## src/rtl/bqve_pkg.sv

```systemverilog
// Shared types, codes and defaults for the batched quad vertex emitter.
`default_nettype none

package bqve_pkg;

	localparam int MAX_QUADS_DEF  = 1024;
	localparam int TEX_SLOTS_DEF  = 32;
	localparam int COORD_BITS_DEF = 21;

	localparam int POS_W = 63;

	localparam logic CMD_DRAW = 1'b0;
	localparam logic CMD_END  = 1'b1;

	localparam logic KIND_VERTEX = 1'b0;
	localparam logic KIND_FLUSH  = 1'b1;

	// Q8.8 one, used for untextured quads
	localparam logic [15:0] TILING_UNIT = 16'd256;

	localparam logic [1:0] CORNER_LAST = 2'd3;

	typedef struct packed {
		logic              cmd;
		logic [POS_W-1:0]  axis_x;
		logic [POS_W-1:0]  axis_y;
		logic [POS_W-1:0]  origin;
		logic [31:0]       color;
		logic [31:0]       texture_id;
		logic [15:0]       tiling;
		logic signed [31:0] entity_id;
	} item_t;

	typedef struct packed {
		logic              kind;
		logic [POS_W-1:0]  position;
		logic [31:0]       vertex_color;
		logic [1:0]        corner;
		logic [4:0]        tex_slot;
		logic [15:0]       vertex_tiling;
		logic signed [31:0] vertex_entity;
		logic [12:0]       index_count;
		logic [5:0]        slots_used;
		logic              last;
	} result_t;

	// controller -> datapath
	typedef struct packed {
		logic       load;
		logic       decide;
		logic       vert;
		logic [1:0] corner;
	} bqve_cmd_t;

	// datapath -> controller
	typedef struct packed {
		logic end_cmd;
	} bqve_stat_t;

endpackage

`default_nettype wire

```

## src/rtl/bqve_slot_table.sv

```systemverilog
// Texture slot table: handle registers with a parallel compare against bound slots.
`default_nettype none

module bqve_slot_table
	import bqve_pkg::*;
#(
	parameter int TEX_SLOTS = TEX_SLOTS_DEF
) (
	input  wire logic                           clk,
	input  wire logic [31:0]                    tex,
	input  wire logic [$clog2(TEX_SLOTS+1)-1:0] ns,
	input  wire logic                           wr_en,
	input  wire logic [$clog2(TEX_SLOTS)-1:0]   wr_addr,
	output logic                                hit,
	output logic [$clog2(TEX_SLOTS)-1:0]        hit_slot
);

	localparam int NSW = $clog2(TEX_SLOTS + 1);
	localparam int SIW = $clog2(TEX_SLOTS);

	// slot 0 is the built-in white slot and has no handle
	logic [31:0]            handles_q [1:TEX_SLOTS-1];
	logic [TEX_SLOTS-1:1]   match;

	for (genvar i = 1; i < TEX_SLOTS; i++) begin : g_cmp
		assign match[i] = (NSW'(i) < ns) && (handles_q[i] == tex);
	end

	assign hit = |match;

	// handles within a batch are unique, so at most one match bit is set
	always_comb begin
		hit_slot = '0;
		for (int i = 1; i < TEX_SLOTS; i++) begin
			if (match[i]) begin
				hit_slot = hit_slot | SIW'(i);
			end
		end
	end

	always_ff @(posedge clk) begin
		if (wr_en) begin
			handles_q[wr_addr] <= tex;
		end
	end

endmodule

`default_nettype wire

```

## src/rtl/bqve_datapath.sv

```systemverilog
// Datapath: item register, batch counters, slot lookup and result register.
`default_nettype none

module bqve_datapath
	import bqve_pkg::*;
#(
	parameter int MAX_QUADS  = MAX_QUADS_DEF,
	parameter int TEX_SLOTS  = TEX_SLOTS_DEF,
	parameter int COORD_BITS = COORD_BITS_DEF
) (
	input  wire logic       clk,
	input  wire logic       arst_n,
	input  wire item_t      item,
	input  wire bqve_cmd_t  cmd,
	output bqve_stat_t      stat,
	output logic            strobe,
	output result_t         result
);

	localparam int QCW = $clog2(MAX_QUADS + 1);
	localparam int NSW = $clog2(TEX_SLOTS + 1);
	localparam int SIW = $clog2(TEX_SLOTS);
	localparam int CW  = COORD_BITS;

	localparam logic [QCW-1:0] QC_MAX = QCW'(MAX_QUADS);
	localparam logic [NSW-1:0] NS_MAX = NSW'(TEX_SLOTS);

	localparam logic signed [CW+2:0] SAT_HI = {4'b0000, {(CW-1){1'b1}}};
	localparam logic signed [CW+2:0] SAT_LO = {4'b1111, {(CW-1){1'b0}}};
	localparam logic signed [CW+2:0] RND    = (CW+3)'(1);

	item_t          item_q;
	logic [QCW-1:0] qc_q;
	logic [NSW-1:0] ns_q;
	logic [SIW-1:0] slot_q;
	logic [15:0]    til_q;
	logic           strobe_q;
	result_t        result_q;

	logic           textured, full, miss, roll, hit;
	logic [SIW-1:0] hit_slot, slot_nx;
	logic [NSW-1:0] ns_nx;
	logic [QCW-1:0] qc_nx;
	logic           wr_en;

	logic [QCW+15:0] qc_ext, ic_full;
	logic [NSW+6:0]  ns_ext;
	logic [SIW+5:0]  slot_ext;
	logic            sx_neg, sy_neg;
	logic [POS_W-1:0] pos;
	result_t         flush_rec, vert_rec;

	assign stat.end_cmd = (item_q.cmd == CMD_END);

	// ---- slot decision ----
	assign textured = (item_q.texture_id != '0);
	assign full     = (qc_q >= QC_MAX);
	assign miss     = textured && !hit;
	assign roll     = full || (miss && (ns_q >= NS_MAX));

	always_comb begin
		if (roll) begin
			// new batch: a textured quad takes slot 1
			qc_nx   = QCW'(1);
			slot_nx = textured ? SIW'(1) : '0;
			ns_nx   = textured ? NSW'(2) : NSW'(1);
		end else begin
			qc_nx = qc_q + 1'b1;
			if (miss) begin
				slot_nx = ns_q[SIW-1:0];
				ns_nx   = ns_q + 1'b1;
			end else if (textured) begin
				slot_nx = hit_slot;
				ns_nx   = ns_q;
			end else begin
				slot_nx = '0;
				ns_nx   = ns_q;
			end
		end
	end

	assign wr_en = cmd.decide && (item_q.cmd == CMD_DRAW) && textured && (roll || miss);

	bqve_slot_table #(
		.TEX_SLOTS (TEX_SLOTS)
	) u_slots (
		.clk      (clk),
		.tex      (item_q.texture_id),
		.ns       (ns_q),
		.wr_en    (wr_en),
		.wr_addr  (slot_nx),
		.hit      (hit),
		.hit_slot (hit_slot)
	);

	// ---- flush record ----
	assign qc_ext  = (QCW+16)'(qc_q);
	assign ic_full = (qc_ext << 1) + (qc_ext << 2);
	assign ns_ext  = (NSW+7)'(ns_q);

	always_comb begin
		flush_rec             = '0;
		flush_rec.kind        = KIND_FLUSH;
		flush_rec.index_count = ic_full[12:0];
		flush_rec.slots_used  = ns_ext[5:0];
		flush_rec.last        = (item_q.cmd == CMD_END);
	end

	// ---- vertex arithmetic ----
	// corner signs: 0 (-,-), 1 (+,-), 2 (+,+), 3 (-,+)
	assign sx_neg = (cmd.corner[0] == cmd.corner[1]);
	assign sy_neg = !cmd.corner[1];

	for (genvar c = 0; c < 3; c++) begin : g_comp
		logic signed [CW+2:0] oe, ae, be, s, q;

		assign oe = {{3{item_q.origin[c*CW+CW-1]}}, item_q.origin[c*CW +: CW]};
		assign ae = {{3{item_q.axis_x[c*CW+CW-1]}}, item_q.axis_x[c*CW +: CW]};
		assign be = {{3{item_q.axis_y[c*CW+CW-1]}}, item_q.axis_y[c*CW +: CW]};
		// halve with round half up, then clamp
		assign s  = (oe <<< 1) + (sx_neg ? -ae : ae) + (sy_neg ? -be : be) + RND;
		assign q  = s >>> 1;
		assign pos[c*CW +: CW] = (q > SAT_HI) ? SAT_HI[CW-1:0] :
		                         (q < SAT_LO) ? SAT_LO[CW-1:0] : q[CW-1:0];
	end

	if (3 * CW < POS_W) begin : g_pos_pad
		assign pos[POS_W-1:3*CW] = '0;
	end

	assign slot_ext = (SIW+6)'(slot_q);

	always_comb begin
		vert_rec               = '0;
		vert_rec.kind          = KIND_VERTEX;
		vert_rec.position      = pos;
		vert_rec.vertex_color  = item_q.color;
		vert_rec.corner        = cmd.corner;
		vert_rec.tex_slot      = slot_ext[4:0];
		vert_rec.vertex_tiling = til_q;
		vert_rec.vertex_entity = item_q.entity_id;
		vert_rec.last          = (cmd.corner == CORNER_LAST);
	end

	// ---- registers ----
	always_ff @(posedge clk or negedge arst_n) begin
		if (!arst_n) begin
			qc_q     <= '0;
			ns_q     <= NSW'(1);
			strobe_q <= 1'b0;
		end else begin
			if (cmd.decide) begin
				if (item_q.cmd == CMD_END) begin
					strobe_q <= (qc_q != '0);
					qc_q     <= '0;
					ns_q     <= NSW'(1);
				end else begin
					strobe_q <= roll;
					qc_q     <= qc_nx;
					ns_q     <= ns_nx;
				end
			end else begin
				strobe_q <= cmd.vert;
			end
		end
	end

	always_ff @(posedge clk) begin
		if (cmd.load) begin
			item_q <= item;
		end
		if (cmd.decide) begin
			result_q <= flush_rec;
			slot_q   <= slot_nx;
			til_q    <= textured ? item_q.tiling : TILING_UNIT;
		end
		if (cmd.vert) begin
			result_q <= vert_rec;
		end
	end

	assign strobe = strobe_q;
	assign result = result_q;

endmodule

`default_nettype wire

```

## src/rtl/bqve_ctrl.sv

```systemverilog
// Controller: sequences the decision cycle and the per-corner vertex cycles of a transaction.
`default_nettype none

module bqve_ctrl
	import bqve_pkg::*;
(
	input  wire logic       clk,
	input  wire logic       arst_n,
	input  wire logic       start,
	input  wire bqve_stat_t stat,
	output logic            busy,
	output bqve_cmd_t       cmd
);

	localparam logic [1:0] S_IDLE   = 2'd0;
	localparam logic [1:0] S_DECIDE = 2'd1;
	localparam logic [1:0] S_VERT   = 2'd2;

	logic [1:0] state_q, state_nx;
	logic [1:0] corner_q, corner_nx;
	logic       accept, vert_last;

	assign vert_last = (state_q == S_VERT) && (corner_q == CORNER_LAST);
	// the last vertex cycle already takes the next transaction
	assign busy   = !((state_q == S_IDLE) || vert_last);
	assign accept = start && !busy;

	always_comb begin
		state_nx  = state_q;
		corner_nx = corner_q;
		unique case (state_q)
			S_IDLE: begin
				if (accept) begin
					state_nx = S_DECIDE;
				end
			end
			S_DECIDE: begin
				corner_nx = '0;
				state_nx  = stat.end_cmd ? S_IDLE : S_VERT;
			end
			S_VERT: begin
				corner_nx = corner_q + 1'b1;
				if (corner_q == CORNER_LAST) begin
					state_nx = accept ? S_DECIDE : S_IDLE;
				end
			end
			default: begin
				state_nx = S_IDLE;
			end
		endcase
	end

	always_ff @(posedge clk or negedge arst_n) begin
		if (!arst_n) begin
			state_q  <= S_IDLE;
			corner_q <= '0;
		end else begin
			state_q  <= state_nx;
			corner_q <= corner_nx;
		end
	end

	assign cmd.load   = accept;
	assign cmd.decide = (state_q == S_DECIDE);
	assign cmd.vert   = (state_q == S_VERT);
	assign cmd.corner = corner_q;

endmodule

`default_nettype wire

```

## src/rtl/batched_quad_vertex_emitter.sv

```systemverilog
// Top level of the batched quad vertex emitter: controller plus datapath.
// After start is taken, DECIDE loads a flush record into the result register and the VERT
// state then loads corners 0 to 3 in turn. The next transaction can be taken in the last vertex cycle;
//   an end-scene transaction stops after the decision cycle, in which a flush record rides.
// Results are one-cycle strobes; the receiver cannot stall, so there is no back-pressure.
// Reset clears the batch counters (quad count 0, next slot 1); slot handles are not cleared.
`default_nettype none

module batched_quad_vertex_emitter
	import bqve_pkg::*;
#(
	parameter int MAX_QUADS  = MAX_QUADS_DEF,
	parameter int TEX_SLOTS  = TEX_SLOTS_DEF,
	parameter int COORD_BITS = COORD_BITS_DEF
) (
	input  wire logic  clk,
	input  wire logic  arst_n,
	input  wire logic  start,
	output logic       busy,
	input  wire item_t item,
	output logic       strobe,
	output result_t    result
);

	bqve_cmd_t  cmd;
	bqve_stat_t stat;

	// Controller: IDLE -> DECIDE -> VERT for corners 0 to 3. DECIDE resolves the texture slot
	// against the bound handles and loads a flush record when the batch is full,
	// the slots are exhausted, or an end-scene closes a non-empty batch.
	bqve_ctrl u_ctrl (
		.clk    (clk),
		.arst_n (arst_n),
		.start  (start),
		.stat   (stat),
		.busy   (busy),
		.cmd    (cmd)
	);

	// Datapath: holds the transaction, the batch counters, the slot table and
	// the result register. Each vertex cycle computes one corner, rounded and
	// saturated per component.
	bqve_datapath #(
		.MAX_QUADS  (MAX_QUADS),
		.TEX_SLOTS  (TEX_SLOTS),
		.COORD_BITS (COORD_BITS)
	) u_dp (
		.clk    (clk),
		.arst_n (arst_n),
		.item   (item),
		.cmd    (cmd),
		.stat   (stat),
		.strobe (strobe),
		.result (result)
	);

	// a taken transaction always occupies the next cycle
	a_busy_after_accept: assert property (@(posedge clk) disable iff (!arst_n)
		start && !busy |=> busy)
		else $error("busy low right after a transaction was taken");

	// a mid-transaction flush is followed at once by corner 0
	a_flush_then_vertex: assert property (@(posedge clk) disable iff (!arst_n)
		strobe && result.kind == KIND_FLUSH && !result.last |=>
		strobe && result.kind == KIND_VERTEX && result.corner == 2'd0)
		else $error("flush record not followed by corner 0");

	// corners of one quad come out in consecutive cycles
	a_corner_run: assert property (@(posedge clk) disable iff (!arst_n)
		strobe && result.kind == KIND_VERTEX && result.corner != CORNER_LAST |=>
		strobe && result.kind == KIND_VERTEX &&
		result.corner == 2'($past(result.corner) + 2'd1))
		else $error("vertex corners not consecutive");

	// last marks exactly the final corner of a vertex run
	a_last_corner: assert property (@(posedge clk) disable iff (!arst_n)
		strobe && result.kind == KIND_VERTEX |->
		result.last == (result.corner == CORNER_LAST))
		else $error("last flag out of step with corner");

endmodule

`default_nettype wire

```

## config.mk

```make
export PLATFORM = sky130hd
export DESIGN_NAME = batched_quad_vertex_emitter
export DESIGN_NICKNAME = d
export VERILOG_FILES = /design/src/rtl/bqve_pkg.sv /design/src/rtl/bqve_slot_table.sv /design/src/rtl/bqve_datapath.sv /design/src/rtl/bqve_ctrl.sv /design/src/rtl/batched_quad_vertex_emitter.sv
export SDC_FILE = /design/constraint.sdc
export NUM_CORES = 2
export LEC_CHECK = 0
export BUFFER_PORTS_ARGS = -buffer_cell sky130_fd_sc_hd__buf_2
export CORE_MARGIN = 5
export CORE_UTILIZATION = 65
export DETAILED_ROUTE_END_ITERATION = 10
export PLACE_DENSITY = 0.95
export SETUP_SLACK_MARGIN = 0.15
export SKIP_CTS_REPAIR_TIMING = 1
export SKIP_LAST_GASP = 1
export SLEW_MARGIN = 30
export SYNTH_ARGS = -nofsm -noshare
export SYNTH_HDL_FRONTEND = slang
export SYNTH_SLANG_ARGS = --single-unit
```

## constraint.sdc

```tcl
create_clock -name clk -period 26.3 [get_ports clk]
set_input_delay 2.63 -clock clk [delete_from_list [all_inputs] [get_ports clk]]
set_output_delay 2.63 -clock clk [all_outputs]
set_load 0.01 [all_outputs]
```

==> run_results.csv <==
group,metric,value,unit
layout,drive_gt1_frac,0.156,
synth,synthTopCellsByArea,"edfxtp_1, xnor2_1, xor2_1, nand4_1, fa_1",
synth,synth_edf_count,1466,
pwr,vdd_ir_drop_max,0.0910,mV
setup_path,cp_top_family,"buffers and inverters",
setup_path,cp.buffers_inverters,4,
setup_path,critPathLaunchType,"flip-flop",
run_status,violations,"DRC",
clock_network,path_clk_slew,0.06,ns
synth,async_reset_ff_frac,0.0146,
sta,grt_setup_unrepaired,"no",
worst_hold_path,hp-class,"reg -> reg",
clock_network,clk_path_buf_depth,3,
layout,area_delta_synth_final,12.6,%
floorplan,die_area,116000,sq um
setup_path,setup.worst_path.start,"u_dp.item_q[53]$_DFFE_PP_",
synth,yosysWarnings,0,
routing,initialDrtViolationCount,8511,
setup_path,worst_path_max_delay_cell,"edfxtp_1",
setup_path,endpoint_kind,"flip-flop",
global_routing,grt_max_degree,95,
layout,n_fill_cell,6000,
setup_path,critical-path-max-stage-delay,0.90,ns
synth,syn_nets,5612,
synth,yosys-top-cells-count,"edfxtp_1, xnor2_1, xor2_1",
floorplan,fp.coreArea,109000,sq um
routing,ant_nets,0,
routing,drc,1,
setup_path,path_cells,"buf_4 -> buf_4 -> xnor2_1 -> nand2b_1 -> or4_1 -> nor3_1 -> a211oi_2 -> and4_4 -> a21oi_2 -> a21oi_1 -> buf_4 -> nor3_2 -> buf_4",
run_status,status,"finished, violations left",
sta,timing.final.crit_period,6.68,ns
routing,drt_pre_antenna_iters,11,
layout,final_cells,7245,
pwr,leakage,27.6,nW
sta,maxSlewHeadroom,0.279,
floorplan,fp-row-count,121,
synth,synth_top_area_frac,0.621,
sta,setup_viol,0,
synth,synth.largest_area_cell,"edfxtp_1",
placement,numPortBuffers,476,
synth,avgSynthCellArea,13.8,sq um
floorplan,start_util,0.653,
synth,synth_area,70900,sq um
clock_network,numCtsBuffers,151,
clock_network,cts.sinks,1507,
sta,setup_tns,0,ns
layout,final_core_utilization,0.735,
routing,drt_wl_total,213000,um
setup_path,cp_max_fo,33,
pwr,power_density,117,nW/um^2
routing,num_vias,49312,
clock_network,cts_tree,"yes",
sta,drv_slew,0,
routing,wl_per_cell,29.4,um
setup_path,crit_arrival,7.10,ns
synth,ys_types,97,
sta,clock.fmax,150,MHz
flow_run,drv_cap,0,
synth,synth.most_common_cell,"edfxtp_1",
setup_path,worstReg2RegStart,"u_dp.item_q[53]$_DFFE_PP_",
setup_path,cp.required,26.73,ns
global_routing,track_usage,0.355,
layout,fin_nets,6160,
floorplan,ioPinCount,478,
global_routing,antenna_found_initial,28,
synth,ys_ff_latch,1507,
worst_hold_path,hold_path_startpoint,"u_dp.result[15]$_SDFFE_PP0N_",
floorplan,die_h,340,um
clock_network,clkLatencyLatePin,0.79,ns
synth,netlist_instances,5142,
placement,placed_cells,6950,
sta,worstMarginPinSlew,1.07,ns
global_routing,grt_pass1_wl,309000,um
global_routing,grt_pass1_vias,49236,
synth,synthFlopType,"edfxtp_1",
global_routing,grt-ovfl-total,0,
sta,skew,0.0587,ns
setup_path,path_class,"reg -> reg",
sta,post-route-period-util,0.254,
synth,ys_seq_area_frac,0.634,
pwr,p_total,9.33,mW
floorplan,dieWidth,340,um
routing,via_per_inst,6.81,
setup_path,crit_top_cell,"buf_4",
clock_network,ctsRootBufferMaster,"clkbuf_16",
clock_network,h-tree-depth,4,
placement,place_congestion,1.01,
placement,dp_hpwl,133000,um
sta,finalHoldViolCount,0,
-- area by class of cell --
type,instances,area [sq um],share of cell area
flip-flops and latches,1507,45000,0.563
multi-input cells,3156,23800,0.298
clock buffers,178,3880,0.0486
repair buffers,595,3320,0.0416
well taps,1414,1770,0.0222
inverters,279,1050,0.0131
clock inverters,94,1030,0.0129
diodes,22,55.1,0.000690
-- flip-flops by register name, indices dropped and copies added (netlist names) --
signal / cells
u_dp.item_q: 112
u_dp.ns_q: 6
u_dp.result: 170
u_dp.stat: 1
u_dp.til_q: 16
u_dp.g_comp.oe: 63
u_dp.slot_q: 5
u_ctrl.corner_q: 2
u_dp.g_comp.be: 63
u_dp.g_comp.ae: 63
u_dp.u_slots.handles_q: 992
u_dp.qc_q: 11
u_dp.strobe: 1
u_ctrl.state_q: 2
-- layout by cell type (no fill, tap or decap), types with 12 or more instances in the layout --
master / count
bufinv_16: 14
a21o_1: 29
buf_2: 476
a211oi_1: 13
ha_1: 91
fa_1: 70
or4_1: 35
a21oi_1: 138
clkbuf_1: 27
o21bai_1: 30
dfxtp_1: 19
buf_4: 114
or3_1: 20
nor3b_1: 14
nor2_2: 24
and2_1: 110
a31oi_1: 22
or2_2: 12
clkinv_1: 30
clkbuf_16: 151
xor2_1: 402
nand4_1: 273
o21a_1: 12
diode_2: 22
nor3_1: 117
mux2i_1: 23
xnor2_1: 768
edfxtp_1: 1466
nand3_1: 91
nor4_1: 214
inv_1: 278
nand2b_1: 26
o21ai_0: 79
dfrtp_1: 19
clkinv_2: 28
nand2_1: 117
nor2_1: 206
o211ai_1: 12
nand4b_1: 15
-- power breakdown --
group | internal (mW) | leakage [nW] | total (mW) | switching [mW]
registers | 3.12 | 13.9 | 3.28 | 0.159
clock network | 1.21 | 2.38 | 2.16 | 0.955
logic | 1.35 | 11.3 | 3.89 | 2.54
total | 5.68 | 27.6 | 9.33 | 3.65
-- worst paths after layout --
path	slack [ns]	cells after the start	end
worst max-delay path	19.62	13	u_dp.u_slots.handles_q[4][8]$_DFFE_PP_
worst min-delay path	0.47	2	u_dp.result[15]$_SDFFE_PP0N_
worst max register to register	19.62	13	u_dp.u_slots.handles_q[4][8]$_DFFE_PP_
worst min register to register	0.47	2	u_dp.result[15]$_SDFFE_PP0N_
max in group asynchronous	24.05	1	u_dp.ns_q[4]$_DFFE_PN0P_
min in group asynchronous	1.84	1	u_dp.strobe$_DFF_PN0_
-- layer usage --
metal,vias up,part of all wire,global-route usage
met5,-,0.00051,0.00208
met4,16,0.080,0.225
met3,1232,0.15,0.111
met2,4600,0.45,0.552
met1,23515,0.33,0.435
li1,19949,-,-
-- cell families (layout without fill, tap and decap cells) --
kind of cell / Yosys count / count (layout) / share of synthesized area
other: 1 / 23 / 0.0000529
buffers and inverters: 479 / 1146 / 0.0321
adders and majority gates: 165 / 165 / 0.0365
muxes: 25 / 25 / 0.00357
and+or+nand+nor: 1358 / 1358 / 0.108
DFF: 1507 / 1507 / 0.634
AOI/OAI and AO/OA: 437 / 437 / 0.0405
xor gates and xnor gates: 1170 / 1170 / 0.145
-- metrics by stage --
step           instance area (sq um)  setup WS, ns  hold WS (ns)
3_5_place_dp                   74800         20.11         0.458
6_report                       79800         19.62         0.468
2_1_floorplan                  70900          9.69         0.477
4_1_cts                        79700         19.92         0.467
3_3_place_gp                   74800         20.26         0.452
5_1_grt                        79800         19.35         0.498
-- worst min-delay path, cell delays in order, from the launching register on --
cell and delay (ns):
dfxtp_1 0.31, nand2_1 0.06, a21oi_1 0.05
Power figures use the tool's default switching activity.
